**config.mk**
```make
export PLATFORM = sky130hd
export DESIGN_NAME = upload_ring_allocator_top_flat
export DESIGN_NICKNAME = d
export VERILOG_FILES = /design/src/design/ura_pkg.sv /design/src/design/ura_if.sv /design/src/design/upload_ring_allocator_top.sv /design/src/design/ura_ram.sv /design/src/design/ura_alu.sv /design/src/design/ura_seq.sv /design/src/flat_wrapper.sv
export SDC_FILE = /design/constraint.sdc
export NUM_CORES = 2
export LEC_CHECK = 0
export BUFFER_PORTS_ARGS = -buffer_cell sky130_fd_sc_hd__buf_2
export CORE_UTILIZATION = 40
export CTS_BUF_LIST = sky130_fd_sc_hd__clkbuf_4
export DETAILED_ROUTE_END_ITERATION = 10
export RECOVER_POWER = 25
export SLEW_MARGIN = 25
export SYNTH_ARGS = -nofsm -noshare
export SYNTH_HDL_FRONTEND = slang
export SYNTH_SLANG_ARGS = --single-unit
export TNS_END_PERCENT = 50
```
**constraint.sdc**
```tcl
create_clock -name clk -period 9.77 [get_ports clk]
set_clock_uncertainty 0.2 [all_clocks]
set_input_delay 1.954 -clock clk [delete_from_list [all_inputs] [get_ports clk]]
set_output_delay 1.954 -clock clk [all_outputs]
set_load 0.02 [all_outputs]
```
**src/design/ura_pkg.sv**
```systemverilog
`timescale 1ns / 1ps
`default_nettype none
// ----------------------------------------------------------------------------
// ura_pkg
// Shared types, constants and helpers of the upload ring allocator.
// ----------------------------------------------------------------------------
package ura_pkg;

  localparam int SLOTS       = 16;
  localparam int ALIGN_BYTES = 512;   // power of two
  localparam int SLOT_W      = $clog2(SLOTS);
  localparam int CNT_W       = SLOT_W + 1;

  localparam int OP_W    = 2;
  localparam int STAT_W  = 2;
  localparam int OFS_W   = 31;
  localparam int ID_W    = 4;
  localparam int BYTES_W = 32;
  localparam int FENCE_W = 64;
  localparam int SIZE_W  = 32;
  localparam int ALU_W   = FENCE_W + 1;

  localparam logic [SIZE_W-1:0]  SIZE_RESET = 32'd67108864;
  localparam logic [SIZE_W-1:0]  SIZE_MAX   = 32'h8000_0000;
  localparam logic [BYTES_W-1:0] ALIGN_LSB  = BYTES_W'(ALIGN_BYTES - 1);

  typedef enum logic [OP_W-1:0] {
    OP_ALLOC  = 2'd0,
    OP_SUBMIT = 2'd1,
    OP_UPDATE = 2'd2,
    OP_NONE   = 2'd3
  } op_e;

  typedef enum logic [STAT_W-1:0] {
    ST_OK          = 2'd0,
    ST_NO_SLOT     = 2'd1,
    ST_NO_SPACE    = 2'd2,
    ST_NOT_PENDING = 2'd3
  } status_e;

  typedef enum logic [3:0] {
    S_IDLE,
    S_A_ORDER,
    S_A_FIT,
    S_A_WRAP,
    S_A_COMMIT,
    S_S_READ,
    S_S_STAMP,
    S_U_READ,
    S_U_CHECK,
    S_U_RETIRE,
    S_U_CLOSE,
    S_EMIT
  } state_e;

  // operands of the shared add / compare unit
  typedef struct packed {
    logic [FENCE_W-1:0] a;
    logic [FENCE_W-1:0] b;
    logic [ALU_W-1:0]   c;
  } alu_req_t;

  typedef struct packed {
    logic [ALU_W-1:0] sum;
    logic             lt;
  } alu_res_t;

  typedef struct packed {
    logic [OFS_W-1:0]   offset;
    logic [BYTES_W-1:0] bytes;
    logic [FENCE_W-1:0] fence;
  } slot_rec_t;

  localparam int REC_W = $bits(slot_rec_t);

  typedef struct packed {
    status_e            status;
    logic [OFS_W-1:0]   ring_offset;
    logic [ID_W-1:0]    out_slot;
    logic [BYTES_W-1:0] aligned_bytes;
    logic [FENCE_W-1:0] fence_stamp;
    logic               retired;
    logic               last;
  } result_t;

  function automatic logic [BYTES_W-1:0] align_up(input logic [OFS_W-1:0] req);
    logic [BYTES_W-1:0] sum;
    sum = BYTES_W'(req) + ALIGN_LSB;
    return sum & ~ALIGN_LSB;
  endfunction

endpackage
`default_nettype wire

```
**src/design/ura_if.sv**
```systemverilog
`timescale 1ns / 1ps
`default_nettype none
// ----------------------------------------------------------------------------
// ura_if
// Request, response and configuration channels of the upload ring allocator.
// ----------------------------------------------------------------------------
interface ura_req_if;
  logic                        valid;
  logic                        ready;
  logic [ura_pkg::OP_W-1:0]    op;
  logic [ura_pkg::OFS_W-1:0]   request_bytes;
  logic [ura_pkg::ID_W-1:0]    slot_id;
  logic [ura_pkg::FENCE_W-1:0] completed_fence;

  modport source(output valid, op, request_bytes, slot_id, completed_fence, input ready);
  modport sink(input valid, op, request_bytes, slot_id, completed_fence, output ready);
endinterface

interface ura_rsp_if;
  logic                        valid;
  logic                        ready;
  logic [ura_pkg::STAT_W-1:0]  status;
  logic [ura_pkg::OFS_W-1:0]   ring_offset;
  logic [ura_pkg::ID_W-1:0]    out_slot;
  logic [ura_pkg::BYTES_W-1:0] aligned_bytes;
  logic [ura_pkg::FENCE_W-1:0] fence_stamp;
  logic                        retired;
  logic                        last;

  modport source(output valid, status, ring_offset, out_slot, aligned_bytes, fence_stamp,
                 retired, last, input ready);
  modport sink(input valid, status, ring_offset, out_slot, aligned_bytes, fence_stamp,
               retired, last, output ready);
endinterface

interface ura_cfg_if;
  logic                       valid;
  logic                       ready;
  logic [ura_pkg::SIZE_W-1:0] ring_size;

  modport source(output valid, ring_size, input ready);
  modport sink(input valid, ring_size, output ready);
endinterface
`default_nettype wire

```
**src/design/upload_ring_allocator_top.sv**
```systemverilog
`timescale 1ns / 1ps
`default_nettype none
// steps, accepting edge to result in the output register: allocate orders, fits, may try the
//   wrap to offset 0, commits; submit reads, stamps; no free slot, slot not pending, op 3 emit
// update: read, check, retire per retired slot; close, after read and check if slots remain
// one item at a time: ready returns with the final result; the sequencer and its shared
//   add / compare unit set the rate, and result stalls hold it back
// reset (synchronous): pointers, counts, fence, submit flags cleared, ring 64 MiB; records kept
// ----------------------------------------------------------------------------
// upload_ring_allocator_top
// Aligned region allocator over a byte ring with fence-based in-order retire.
// ----------------------------------------------------------------------------
module upload_ring_allocator_top (
  input  wire logic clk,
  input  wire logic rst,
  ura_req_if.sink   req,
  ura_rsp_if.source rsp,
  ura_cfg_if.sink   cfg
);

  logic [ura_pkg::SIZE_W-1:0] ring_size;
  logic [ura_pkg::SIZE_W-1:0] eff_size;

  ura_pkg::alu_req_t  alu_req;
  ura_pkg::alu_res_t  alu_res;
  ura_pkg::slot_rec_t wr_data;
  ura_pkg::slot_rec_t rec;
  ura_pkg::result_t   res;
  ura_pkg::result_t   rsp_q;

  logic                       wr_en;
  logic                       rd_en;
  logic [ura_pkg::SLOT_W-1:0] wr_addr;
  logic [ura_pkg::SLOT_W-1:0] rd_addr;
  logic                       idle;
  logic                       emit;
  logic                       rsp_valid;
  logic                       out_free;

  assign cfg.ready = 1'b1;
  assign req.ready = idle;
  assign out_free  = !rsp_valid || rsp.ready;
  // sizes above 2 GiB behave as 2 GiB
  assign eff_size  = (ring_size > ura_pkg::SIZE_MAX) ? ura_pkg::SIZE_MAX : ring_size;

  always_ff @(posedge clk) begin
    if (rst) begin
      ring_size <= ura_pkg::SIZE_RESET;
    end else if (cfg.valid && cfg.ready) begin
      ring_size <= cfg.ring_size;
    end
  end

  ura_seq u_seq (
    .clk             (clk),
    .rst             (rst),
    .req_xfer        (req.valid && req.ready),
    .op              (req.op),
    .request_bytes   (req.request_bytes),
    .slot_id         (req.slot_id),
    .completed_fence (req.completed_fence),
    .idle            (idle),
    .eff_size        (eff_size),
    .alu_req         (alu_req),
    .alu_res         (alu_res),
    .wr_en           (wr_en),
    .wr_addr         (wr_addr),
    .wr_data         (wr_data),
    .rd_en           (rd_en),
    .rd_addr         (rd_addr),
    .rec             (rec),
    .out_free        (out_free),
    .emit            (emit),
    .res             (res)
  );

  ura_alu u_alu (
    .req (alu_req),
    .res (alu_res)
  );

  ura_ram #(
    .WIDTH (ura_pkg::REC_W),
    .DEPTH (ura_pkg::SLOTS)
  ) u_slot_ram (
    .clk     (clk),
    .wr_en   (wr_en),
    .wr_addr (wr_addr),
    .wr_data (wr_data),
    .rd_en   (rd_en),
    .rd_addr (rd_addr),
    .rd_data (rec)
  );

  // output register, refilled whenever it is empty or being drained
  always_ff @(posedge clk) begin
    if (rst) begin
      rsp_valid <= 1'b0;
    end else if (out_free) begin
      rsp_valid <= emit;
    end
  end

  always_ff @(posedge clk) begin
    if (out_free && emit) begin
      rsp_q <= res;
    end
  end

  assign rsp.valid         = rsp_valid;
  assign rsp.status        = rsp_q.status;
  assign rsp.ring_offset   = rsp_q.ring_offset;
  assign rsp.out_slot      = rsp_q.out_slot;
  assign rsp.aligned_bytes = rsp_q.aligned_bytes;
  assign rsp.fence_stamp   = rsp_q.fence_stamp;
  assign rsp.retired       = rsp_q.retired;
  assign rsp.last          = rsp_q.last;

endmodule
`default_nettype wire

```
**src/design/ura_ram.sv**
```systemverilog
`timescale 1ns / 1ps
`default_nettype none
// ----------------------------------------------------------------------------
// ura_ram
// Generic single write port, single read port RAM with registered read.
// ----------------------------------------------------------------------------
module ura_ram #(
  parameter int WIDTH = 8,
  parameter int DEPTH = 16
) (
  input  wire logic                     clk,
  input  wire logic                     wr_en,
  input  wire logic [$clog2(DEPTH)-1:0] wr_addr,
  input  wire logic [WIDTH-1:0]         wr_data,
  input  wire logic                     rd_en,
  input  wire logic [$clog2(DEPTH)-1:0] rd_addr,
  output logic      [WIDTH-1:0]         rd_data
);

  logic [WIDTH-1:0] mem [DEPTH];

  always_ff @(posedge clk) begin
    if (wr_en) begin
      mem[wr_addr] <= wr_data;
    end
    if (rd_en) begin
      rd_data <= mem[rd_addr];
    end
  end

endmodule
`default_nettype wire

```
**src/design/ura_alu.sv**
```systemverilog
`timescale 1ns / 1ps
`default_nettype none
// ----------------------------------------------------------------------------
// ura_alu
// Shared add and compare unit: sum = a + b, lt = (a + b) < c.
// ----------------------------------------------------------------------------
module ura_alu (
  input  wire ura_pkg::alu_req_t req,
  output ura_pkg::alu_res_t      res
);

  logic [ura_pkg::ALU_W-1:0] sum;

  assign sum = {1'b0, req.a} + {1'b0, req.b};
  assign res = '{sum: sum, lt: (sum < req.c)};

endmodule
`default_nettype wire

```
**src/design/ura_seq.sv**
```systemverilog
`timescale 1ns / 1ps
`default_nettype none
// ----------------------------------------------------------------------------
// ura_seq
// Sequencer: ring and slot pointers, fence counter, submit flags, and the
// step order that drives the shared add / compare unit and the slot RAM.
// ----------------------------------------------------------------------------
module ura_seq (
  input  wire logic                                clk,
  input  wire logic                                rst,
  // request side
  input  wire logic                                req_xfer,
  input  wire logic [ura_pkg::OP_W-1:0]            op,
  input  wire logic [ura_pkg::OFS_W-1:0]           request_bytes,
  input  wire logic [ura_pkg::ID_W-1:0]            slot_id,
  input  wire logic [ura_pkg::FENCE_W-1:0]         completed_fence,
  output logic                                     idle,
  input  wire logic [ura_pkg::SIZE_W-1:0]          eff_size,
  // shared unit
  output ura_pkg::alu_req_t                        alu_req,
  input  wire ura_pkg::alu_res_t                   alu_res,
  // slot record RAM
  output logic                                     wr_en,
  output logic [ura_pkg::SLOT_W-1:0]               wr_addr,
  output ura_pkg::slot_rec_t                       wr_data,
  output logic                                     rd_en,
  output logic [ura_pkg::SLOT_W-1:0]               rd_addr,
  input  wire ura_pkg::slot_rec_t                  rec,
  // result towards the output register
  input  wire logic                                out_free,
  output logic                                     emit,
  output ura_pkg::result_t                         res
);

  ura_pkg::state_e state, state_next;

  logic [ura_pkg::OFS_W-1:0]   ring_head;
  logic [ura_pkg::OFS_W-1:0]   ring_tail;
  logic [ura_pkg::SLOT_W-1:0]  slot_head;
  logic [ura_pkg::CNT_W-1:0]   slot_count;
  logic [ura_pkg::FENCE_W-1:0] fence_counter;
  logic [ura_pkg::SLOTS-1:0]   submitted;

  logic [ura_pkg::BYTES_W-1:0] bytes_q;
  logic [ura_pkg::SLOT_W-1:0]  id_q;
  logic [ura_pkg::FENCE_W-1:0] done_q;
  ura_pkg::status_e            code_q;
  logic                        tlh_q;
  logic [ura_pkg::OFS_W-1:0]   pos_q;

  logic [ura_pkg::SLOT_W-1:0]  id_in;
  logic [ura_pkg::SLOT_W-1:0]  ahead;
  logic                        pending;
  logic                        full;
  logic [ura_pkg::SLOT_W-1:0]  alloc_idx;
  logic                        step;

  assign id_in     = ura_pkg::SLOT_W'(slot_id);
  assign ahead     = id_in - slot_head;
  assign pending   = (32'(slot_id) < ura_pkg::SLOTS) &&
                     ({1'b0, ahead} < slot_count) && !submitted[id_in];
  assign full      = slot_count == ura_pkg::CNT_W'(ura_pkg::SLOTS);
  assign alloc_idx = slot_head + slot_count[ura_pkg::SLOT_W-1:0];
  assign idle      = (state == ura_pkg::S_IDLE) && !rst;
  // result-producing states advance only when the output register is free
  assign step      = emit && out_free;

  // next state
  always_comb begin
    state_next = state;
    unique case (state)
      ura_pkg::S_IDLE: begin
        if (req_xfer) begin
          unique case (ura_pkg::op_e'(op))
            ura_pkg::OP_ALLOC:  state_next = full ? ura_pkg::S_EMIT : ura_pkg::S_A_ORDER;
            ura_pkg::OP_SUBMIT: state_next = pending ? ura_pkg::S_S_READ : ura_pkg::S_EMIT;
            ura_pkg::OP_UPDATE: state_next = (slot_count == '0) ? ura_pkg::S_U_CLOSE
                                                                : ura_pkg::S_U_READ;
            ura_pkg::OP_NONE:   state_next = ura_pkg::S_EMIT;
            default:            state_next = ura_pkg::S_EMIT;
          endcase
        end
      end
      ura_pkg::S_A_ORDER: state_next = ura_pkg::S_A_FIT;
      ura_pkg::S_A_FIT: begin
        priority if (alu_res.lt) state_next = ura_pkg::S_A_COMMIT;
        else if (tlh_q)          state_next = ura_pkg::S_EMIT;
        else                     state_next = ura_pkg::S_A_WRAP;
      end
      ura_pkg::S_A_WRAP: state_next = alu_res.lt ? ura_pkg::S_A_COMMIT : ura_pkg::S_EMIT;
      ura_pkg::S_A_COMMIT: if (out_free) state_next = ura_pkg::S_IDLE;
      ura_pkg::S_S_READ:   state_next = ura_pkg::S_S_STAMP;
      ura_pkg::S_S_STAMP:  if (out_free) state_next = ura_pkg::S_IDLE;
      ura_pkg::S_U_READ:   state_next = ura_pkg::S_U_CHECK;
      ura_pkg::S_U_CHECK: begin
        // stop at the first head slot not submitted or not yet completed
        if (!submitted[slot_head] || alu_res.lt) state_next = ura_pkg::S_U_CLOSE;
        else                                     state_next = ura_pkg::S_U_RETIRE;
      end
      ura_pkg::S_U_RETIRE: begin
        if (out_free) begin
          state_next = (slot_count == ura_pkg::CNT_W'(1)) ? ura_pkg::S_U_CLOSE
                                                          : ura_pkg::S_U_READ;
        end
      end
      ura_pkg::S_U_CLOSE: if (out_free) state_next = ura_pkg::S_IDLE;
      ura_pkg::S_EMIT:    if (out_free) state_next = ura_pkg::S_IDLE;
      default:            state_next = ura_pkg::S_IDLE;
    endcase
  end

  // unit operands, RAM access and result per state
  always_comb begin
    alu_req = '0;
    wr_en   = 1'b0;
    wr_addr = alloc_idx;
    wr_data = '0;
    rd_en   = 1'b0;
    rd_addr = slot_head;
    emit    = 1'b0;
    res     = '0;
    unique case (state)
      ura_pkg::S_IDLE: ;
      ura_pkg::S_A_ORDER: begin
        alu_req.a = ura_pkg::FENCE_W'(ring_tail);
        alu_req.c = ura_pkg::ALU_W'(ring_head);
      end
      ura_pkg::S_A_FIT: begin
        alu_req.a = ura_pkg::FENCE_W'(ring_tail);
        alu_req.b = ura_pkg::FENCE_W'(bytes_q);
        alu_req.c = tlh_q ? ura_pkg::ALU_W'(ring_head) : ura_pkg::ALU_W'(eff_size);
      end
      ura_pkg::S_A_WRAP: begin
        alu_req.a = ura_pkg::FENCE_W'(bytes_q);
        alu_req.c = ura_pkg::ALU_W'(ring_head);
      end
      ura_pkg::S_A_COMMIT: begin
        alu_req.a          = ura_pkg::FENCE_W'(pos_q);
        alu_req.b          = ura_pkg::FENCE_W'(bytes_q);
        emit               = 1'b1;
        wr_en              = out_free;
        wr_addr            = alloc_idx;
        wr_data.offset     = pos_q;
        wr_data.bytes      = bytes_q;
        res.status         = ura_pkg::ST_OK;
        res.ring_offset    = pos_q;
        res.out_slot       = ura_pkg::ID_W'(alloc_idx);
        res.aligned_bytes  = bytes_q;
        res.last           = 1'b1;
      end
      ura_pkg::S_S_READ: begin
        rd_en   = 1'b1;
        rd_addr = id_q;
      end
      ura_pkg::S_S_STAMP: begin
        alu_req.a          = fence_counter;
        alu_req.b          = ura_pkg::FENCE_W'(1);
        emit               = 1'b1;
        wr_en              = out_free;
        wr_addr            = id_q;
        wr_data.offset     = rec.offset;
        wr_data.bytes      = rec.bytes;
        wr_data.fence      = alu_res.sum[ura_pkg::FENCE_W-1:0];
        res.status         = ura_pkg::ST_OK;
        res.ring_offset    = rec.offset;
        res.out_slot       = ura_pkg::ID_W'(id_q);
        res.aligned_bytes  = rec.bytes;
        res.fence_stamp    = alu_res.sum[ura_pkg::FENCE_W-1:0];
        res.last           = 1'b1;
      end
      ura_pkg::S_U_READ: begin
        rd_en   = 1'b1;
        rd_addr = slot_head;
      end
      ura_pkg::S_U_CHECK: begin
        alu_req.a = done_q;
        alu_req.c = ura_pkg::ALU_W'(rec.fence);
      end
      ura_pkg::S_U_RETIRE: begin
        alu_req.a          = ura_pkg::FENCE_W'(rec.offset);
        alu_req.b          = ura_pkg::FENCE_W'(rec.bytes);
        alu_req.c          = ura_pkg::ALU_W'(eff_size);
        emit               = 1'b1;
        res.status         = ura_pkg::ST_OK;
        res.ring_offset    = rec.offset;
        res.out_slot       = ura_pkg::ID_W'(slot_head);
        res.aligned_bytes  = rec.bytes;
        res.fence_stamp    = rec.fence;
        res.retired        = 1'b1;
      end
      ura_pkg::S_U_CLOSE: begin
        emit            = 1'b1;
        res.status      = ura_pkg::ST_OK;
        res.ring_offset = ring_head;
        res.out_slot    = ura_pkg::ID_W'(slot_head);
        res.last        = 1'b1;
      end
      ura_pkg::S_EMIT: begin
        emit       = 1'b1;
        res.status = code_q;
        res.last   = 1'b1;
      end
      default: ;
    endcase
  end

  // control state
  always_ff @(posedge clk) begin
    if (rst) begin
      state         <= ura_pkg::S_IDLE;
      ring_head     <= '0;
      ring_tail     <= '0;
      slot_head     <= '0;
      slot_count    <= '0;
      fence_counter <= '0;
      submitted     <= '0;
    end else begin
      state <= state_next;
      if (state == ura_pkg::S_A_COMMIT && step) begin
        ring_tail            <= alu_res.sum[ura_pkg::OFS_W-1:0];
        slot_count           <= slot_count + ura_pkg::CNT_W'(1);
        submitted[alloc_idx] <= 1'b0;
      end
      if (state == ura_pkg::S_S_STAMP && step) begin
        fence_counter   <= alu_res.sum[ura_pkg::FENCE_W-1:0];
        submitted[id_q] <= 1'b1;
      end
      if (state == ura_pkg::S_U_RETIRE && step) begin
        // head wraps to 0 once the region end reaches the ring end
        ring_head            <= alu_res.lt ? alu_res.sum[ura_pkg::OFS_W-1:0] : '0;
        submitted[slot_head] <= 1'b0;
        slot_head            <= slot_head + ura_pkg::SLOT_W'(1);
        slot_count           <= slot_count - ura_pkg::CNT_W'(1);
      end
    end
  end

  // per-item working registers
  always_ff @(posedge clk) begin
    if (state == ura_pkg::S_IDLE && req_xfer) begin
      bytes_q <= ura_pkg::align_up(request_bytes);
      id_q    <= id_in;
      done_q  <= completed_fence;
      priority case (ura_pkg::op_e'(op))
        ura_pkg::OP_ALLOC:  code_q <= ura_pkg::ST_NO_SLOT;
        ura_pkg::OP_SUBMIT: code_q <= ura_pkg::ST_NOT_PENDING;
        default:            code_q <= ura_pkg::ST_OK;
      endcase
    end
    if (state == ura_pkg::S_A_ORDER) begin
      tlh_q <= alu_res.lt;
    end
    if (state == ura_pkg::S_A_FIT) begin
      if (alu_res.lt) pos_q  <= ring_tail;
      else            code_q <= ura_pkg::ST_NO_SPACE;
    end
    if (state == ura_pkg::S_A_WRAP) begin
      if (alu_res.lt) pos_q  <= '0;
      else            code_q <= ura_pkg::ST_NO_SPACE;
    end
  end

endmodule
`default_nettype wire

```
**src/flat_wrapper.sv**
```systemverilog
// flat-port wrapper written by rule: the top's interface ports become plain ports
module upload_ring_allocator_top_flat 
  (clk, rst, req_valid, req_op, req_request_bytes, req_slot_id, req_completed_fence, req_ready, rsp_valid, rsp_status, rsp_ring_offset, rsp_out_slot, rsp_aligned_bytes, rsp_fence_stamp, rsp_retired, rsp_last, rsp_ready, cfg_valid, cfg_ring_size, cfg_ready);
  ura_req_if req_i ();
  ura_rsp_if rsp_i ();
  ura_cfg_if cfg_i ();
  input  wire logic clk;
  input  wire logic rst;
  input wire logic [$bits(req_i.valid)-1:0] req_valid;
  input wire logic [$bits(req_i.op)-1:0] req_op;
  input wire logic [$bits(req_i.request_bytes)-1:0] req_request_bytes;
  input wire logic [$bits(req_i.slot_id)-1:0] req_slot_id;
  input wire logic [$bits(req_i.completed_fence)-1:0] req_completed_fence;
  output wire logic [$bits(req_i.ready)-1:0] req_ready;
  output wire logic [$bits(rsp_i.valid)-1:0] rsp_valid;
  output wire logic [$bits(rsp_i.status)-1:0] rsp_status;
  output wire logic [$bits(rsp_i.ring_offset)-1:0] rsp_ring_offset;
  output wire logic [$bits(rsp_i.out_slot)-1:0] rsp_out_slot;
  output wire logic [$bits(rsp_i.aligned_bytes)-1:0] rsp_aligned_bytes;
  output wire logic [$bits(rsp_i.fence_stamp)-1:0] rsp_fence_stamp;
  output wire logic [$bits(rsp_i.retired)-1:0] rsp_retired;
  output wire logic [$bits(rsp_i.last)-1:0] rsp_last;
  input wire logic [$bits(rsp_i.ready)-1:0] rsp_ready;
  input wire logic [$bits(cfg_i.valid)-1:0] cfg_valid;
  input wire logic [$bits(cfg_i.ring_size)-1:0] cfg_ring_size;
  output wire logic [$bits(cfg_i.ready)-1:0] cfg_ready;
  assign req_i.valid = req_valid;
  assign req_i.op = req_op;
  assign req_i.request_bytes = req_request_bytes;
  assign req_i.slot_id = req_slot_id;
  assign req_i.completed_fence = req_completed_fence;
  assign req_ready = req_i.ready;
  assign rsp_valid = rsp_i.valid;
  assign rsp_status = rsp_i.status;
  assign rsp_ring_offset = rsp_i.ring_offset;
  assign rsp_out_slot = rsp_i.out_slot;
  assign rsp_aligned_bytes = rsp_i.aligned_bytes;
  assign rsp_fence_stamp = rsp_i.fence_stamp;
  assign rsp_retired = rsp_i.retired;
  assign rsp_last = rsp_i.last;
  assign rsp_i.ready = rsp_ready;
  assign cfg_i.valid = cfg_valid;
  assign cfg_i.ring_size = cfg_ring_size;
  assign cfg_ready = cfg_i.ready;
  upload_ring_allocator_top u_core (.clk(clk), .rst(rst), .req(req_i), .rsp(rsp_i), .cfg(cfg_i));
endmodule
```
==> results.sh <==
export IMPL_clock_sinks=2607
export IMPL_drive_gt1_share_pct=15.9
export IMPL_drcViolationCount=0
export IMPL_drt_initial_drc_count=9261
export IMPL_worstSetupPathType="reg -> reg"
export IMPL_routedWlPerCell_um=26.9
export IMPL_syn_nets=8757
export IMPL_via_count=76000
export IMPL_dpl_cell_area_mm2=0.113
export IMPL_ys_seq_area_share_pct=70.6
export IMPL_fmaxAchievable_mhz=107
export IMPL_rsz0062_at_grt="no"
export IMPL_synthFlopType="edfxtp_1"
export IMPL_cts_max_level=6
export IMPL_die_area_mm2=0.272
export IMPL_synth_fa_ha_area_share_pct=1.33
export IMPL_vdd_ir_drop_max_uv=139
export IMPL_final_core_util_pct=45.4
export IMPL_cp_arrival_ns=10.49
export IMPL_crit_fanout=103
export IMPL_cts_root_buffer="clkbuf_4"
export IMPL_yosys_area_share_simple_pct=14.7
export IMPL_violations="capacitance limit, slew limit"
export IMPL_vias_per_cell=5.81
export IMPL_area_growth_pct=12.7
export IMPL_cts_setup_buffers=0
export IMPL_grt_usage_pct=25.1
export IMPL_coreArea_mm2=0.268
export IMPL_totalWireLength_um=352000
export IMPL_grt_max_degree=180
export IMPL_cts_tree="yes"
export IMPL_ant_nets=0
export IMPL_synth_async_sr_flop_share_pct=0
export IMPL_endpoint_kind="flop"
export IMPL_max_slew_worst_pin_slew_ns=5.00
export IMPL_fin_area_mm2=0.122
export IMPL_ys_types=95
export IMPL_cp_required_ns=10.93
export IMPL_setup_ws_ns=0.439
export IMPL_min_period_ns=9.33
export IMPL_synthTopCellsByArea="edfxtp_1 66%, nand2_1 8.2%, dfxtp_1 4.1%"
export IMPL_start_util_pct=40.2
export IMPL_ios=276
export IMPL_clk_pin_slew_ns=0.06
export IMPL_num_rows=190
export IMPL_synth_xor_area_share_pct=0.747
export IMPL_status="complete, but fails checks"
export IMPL_post_route_period_util_pct=95.5
export IMPL_p_leak_uw=0.0443
export IMPL_place_hpwl_um=199000
export IMPL_synth_warnings=0
export IMPL_grt_overflow=0
export IMPL_startpoint_type="flop"
export IMPL_synth_cell_area_mm2=0.108
export IMPL_cts_buffer_depth=4
export IMPL_yosysTopAreaCellShare_pct=66.5
export IMPL_hold_class="reg -> reg"
export IMPL_hold_violations=0
export IMPL_dr_pass1_iters=10
export IMPL_cts_hold_buf=0
export IMPL_reg2regPathDepth=24
export IMPL_synth_top_family_by_area="simple AND/OR/NAND/NOR gates"
export IMPL_grt_pass1_wl_um=499000
export IMPL_io_buffers=274
export IMPL_fin_setup_tns_ns=0
export IMPL_max_slew_margin_pct=-235
export IMPL_clock_latency_ns=1.61
export IMPL_fin_nets=9260
export IMPL_die_h_um=521
export IMPL_grt_pass1_vias=72000
export IMPL_final_common_cell="edfxtp_1"
export IMPL_die_w_um=521
export IMPL_synthMuxAreaShare_pct=0.888
export IMPL_drv_slew=823
export IMPL_cap_violations=24
export IMPL_synth_cells=8506
export IMPL_synth_edf_count=2386
export IMPL_antenna_found_initial=32
export IMPL_final_cell_mix="2386 x edfxtp_1, 2340 x nand2_1, 982 x clkbuf_4"
export IMPL_power_total_uw=27400
export IMPL_routabilityCongestion=0.947
export IMPL_p_per_area_mw_per_mm2=225
export IMPL_synth_seq_cells=2607
export IMPL_dp_slack_ns=0.753
export IMPL_yosysTopAreaCell="edfxtp_1"
export IMPL_finalSetupViolCount=0
export IMPL_avgSynthCellArea_um2=12.7
export IMPL_holdPathStages=2
export IMPL_cts_resized=0
export IMPL_cts_inserted_buffers=674
export IMPL_synth_compound_area_share_pct=9.47
==> layout make-up <==
class	count	area, um2
fillers	24200	146000
clock buffers	982	7370
diodes	19	47.5
clock inverters	187	1200
flip-flops and latches	2607	76100
multi-input cells	5259	29500
repair buffers	422	2730
inverters	45	179
well taps	3552	4440
==> flip-flops by register name (all words and copies together) (netlist names), 32 cells and up <==
name,count
u_core.u_slot_ram.rd_data,127
u_core.u_seq.done_q,64
u_core.u_seq.fence_counter,64
u_core.rsp.fence_stamp,64
u_core.u_slot_ram.mem,2032
u_core.rsp.aligned_bytes,32
u_core.ring_size,32
==> cells by family after synthesis <==
logic type                 after synthesis
xor gates and xnor gates                92
DFF                                   2607
buffers and inverters                  640
AOI/OAI and AO/OA                     1354
other                                    1
adders and majority gates              113
muxes                                   79
and+or+nand+nor                       3620
==> worst paths after layout <==
kind                                  start                        endpoint  slack (ns)
max reg2reg           u_core.u_seq.state[0]           u_core.u_seq.pos_q[0]        0.44
min          u_core.u_seq.fence_counter[44]  u_core.u_seq.fence_counter[44]        0.26
min reg2reg  u_core.u_seq.fence_counter[44]  u_core.u_seq.fence_counter[44]        0.26
max                   u_core.u_seq.state[0]           u_core.u_seq.pos_q[0]        0.44
==> power by group <==
part	leakage, uW	internal, uW	switching, uW
logic	0.0129	1300	3160
registers	0.0263	13000	471
clock network	0.00508	4800	4650
==> cells in the mapped netlist, drive strengths merged (9+ instances only) <==
cell type	n
nand4	29
ha	110
a222oi	83
a22oi	39
clkbuf	508
nor3b	13
or2	17
mux4	10
xor2	28
nor4	18
buf	87
and3	268
xnor2	64
edfxtp	2386
o21a	10
nand3	543
a22o	117
a311oi	389
nand2	2341
o21ai	60
and2	75
nand4b	10
nor3	34
a21oi	273
mux2i	36
nand2b	9
a221o	30
a211oi	25
a221oi	21
a21o	105
o31ai	9
mux2	33
o211ai	10
inv	45
dfxtp	221
a31oi	137
nor2	171
nor2b	48
==> metal layers <==
metal	global-route usage, %	share of wire, %
met4	10.4	3.9
met5	0	0.017
met3	5.73	9.7
met2	38.3	45
met1	34.5	41
==> metrics by stage <==
step | hold WS (ns) | instances
detailed placement | 0.247 | 11900
finish | 0.256 | 13100
floorplan | 0.230 | 8506
global route | 0.262 | 13100
global placement | 0.242 | 11900
CTS | 0.176 | 13100
==> critical path, cell delays in order, from the launching register on <==
cell and delay [ns]:
dfxtp_2 0.77, nand3_1 0.40, inv_8 0.52, buf_4 0.58
a222oi_1 0.17, nand2_1 0.17, ha_1 0.34, nand4_1 0.27
o21ai_0 0.78, a31oi_1 0.44, nor2_1 0.48, nand2_1 0.12
xor2_1 0.34, inv_1 0.10, ha_1 0.30, nand2_1 0.07
o21ai_0 0.07, o31ai_1 0.24, o211ai_1 0.25, a211oi_1 0.37
o21ai_1 0.17, o31ai_4 0.48, nand3_2 0.52, buf_4 0.45
mux2_1 0.35
Note: power is estimated with default switching activity, not from simulation.
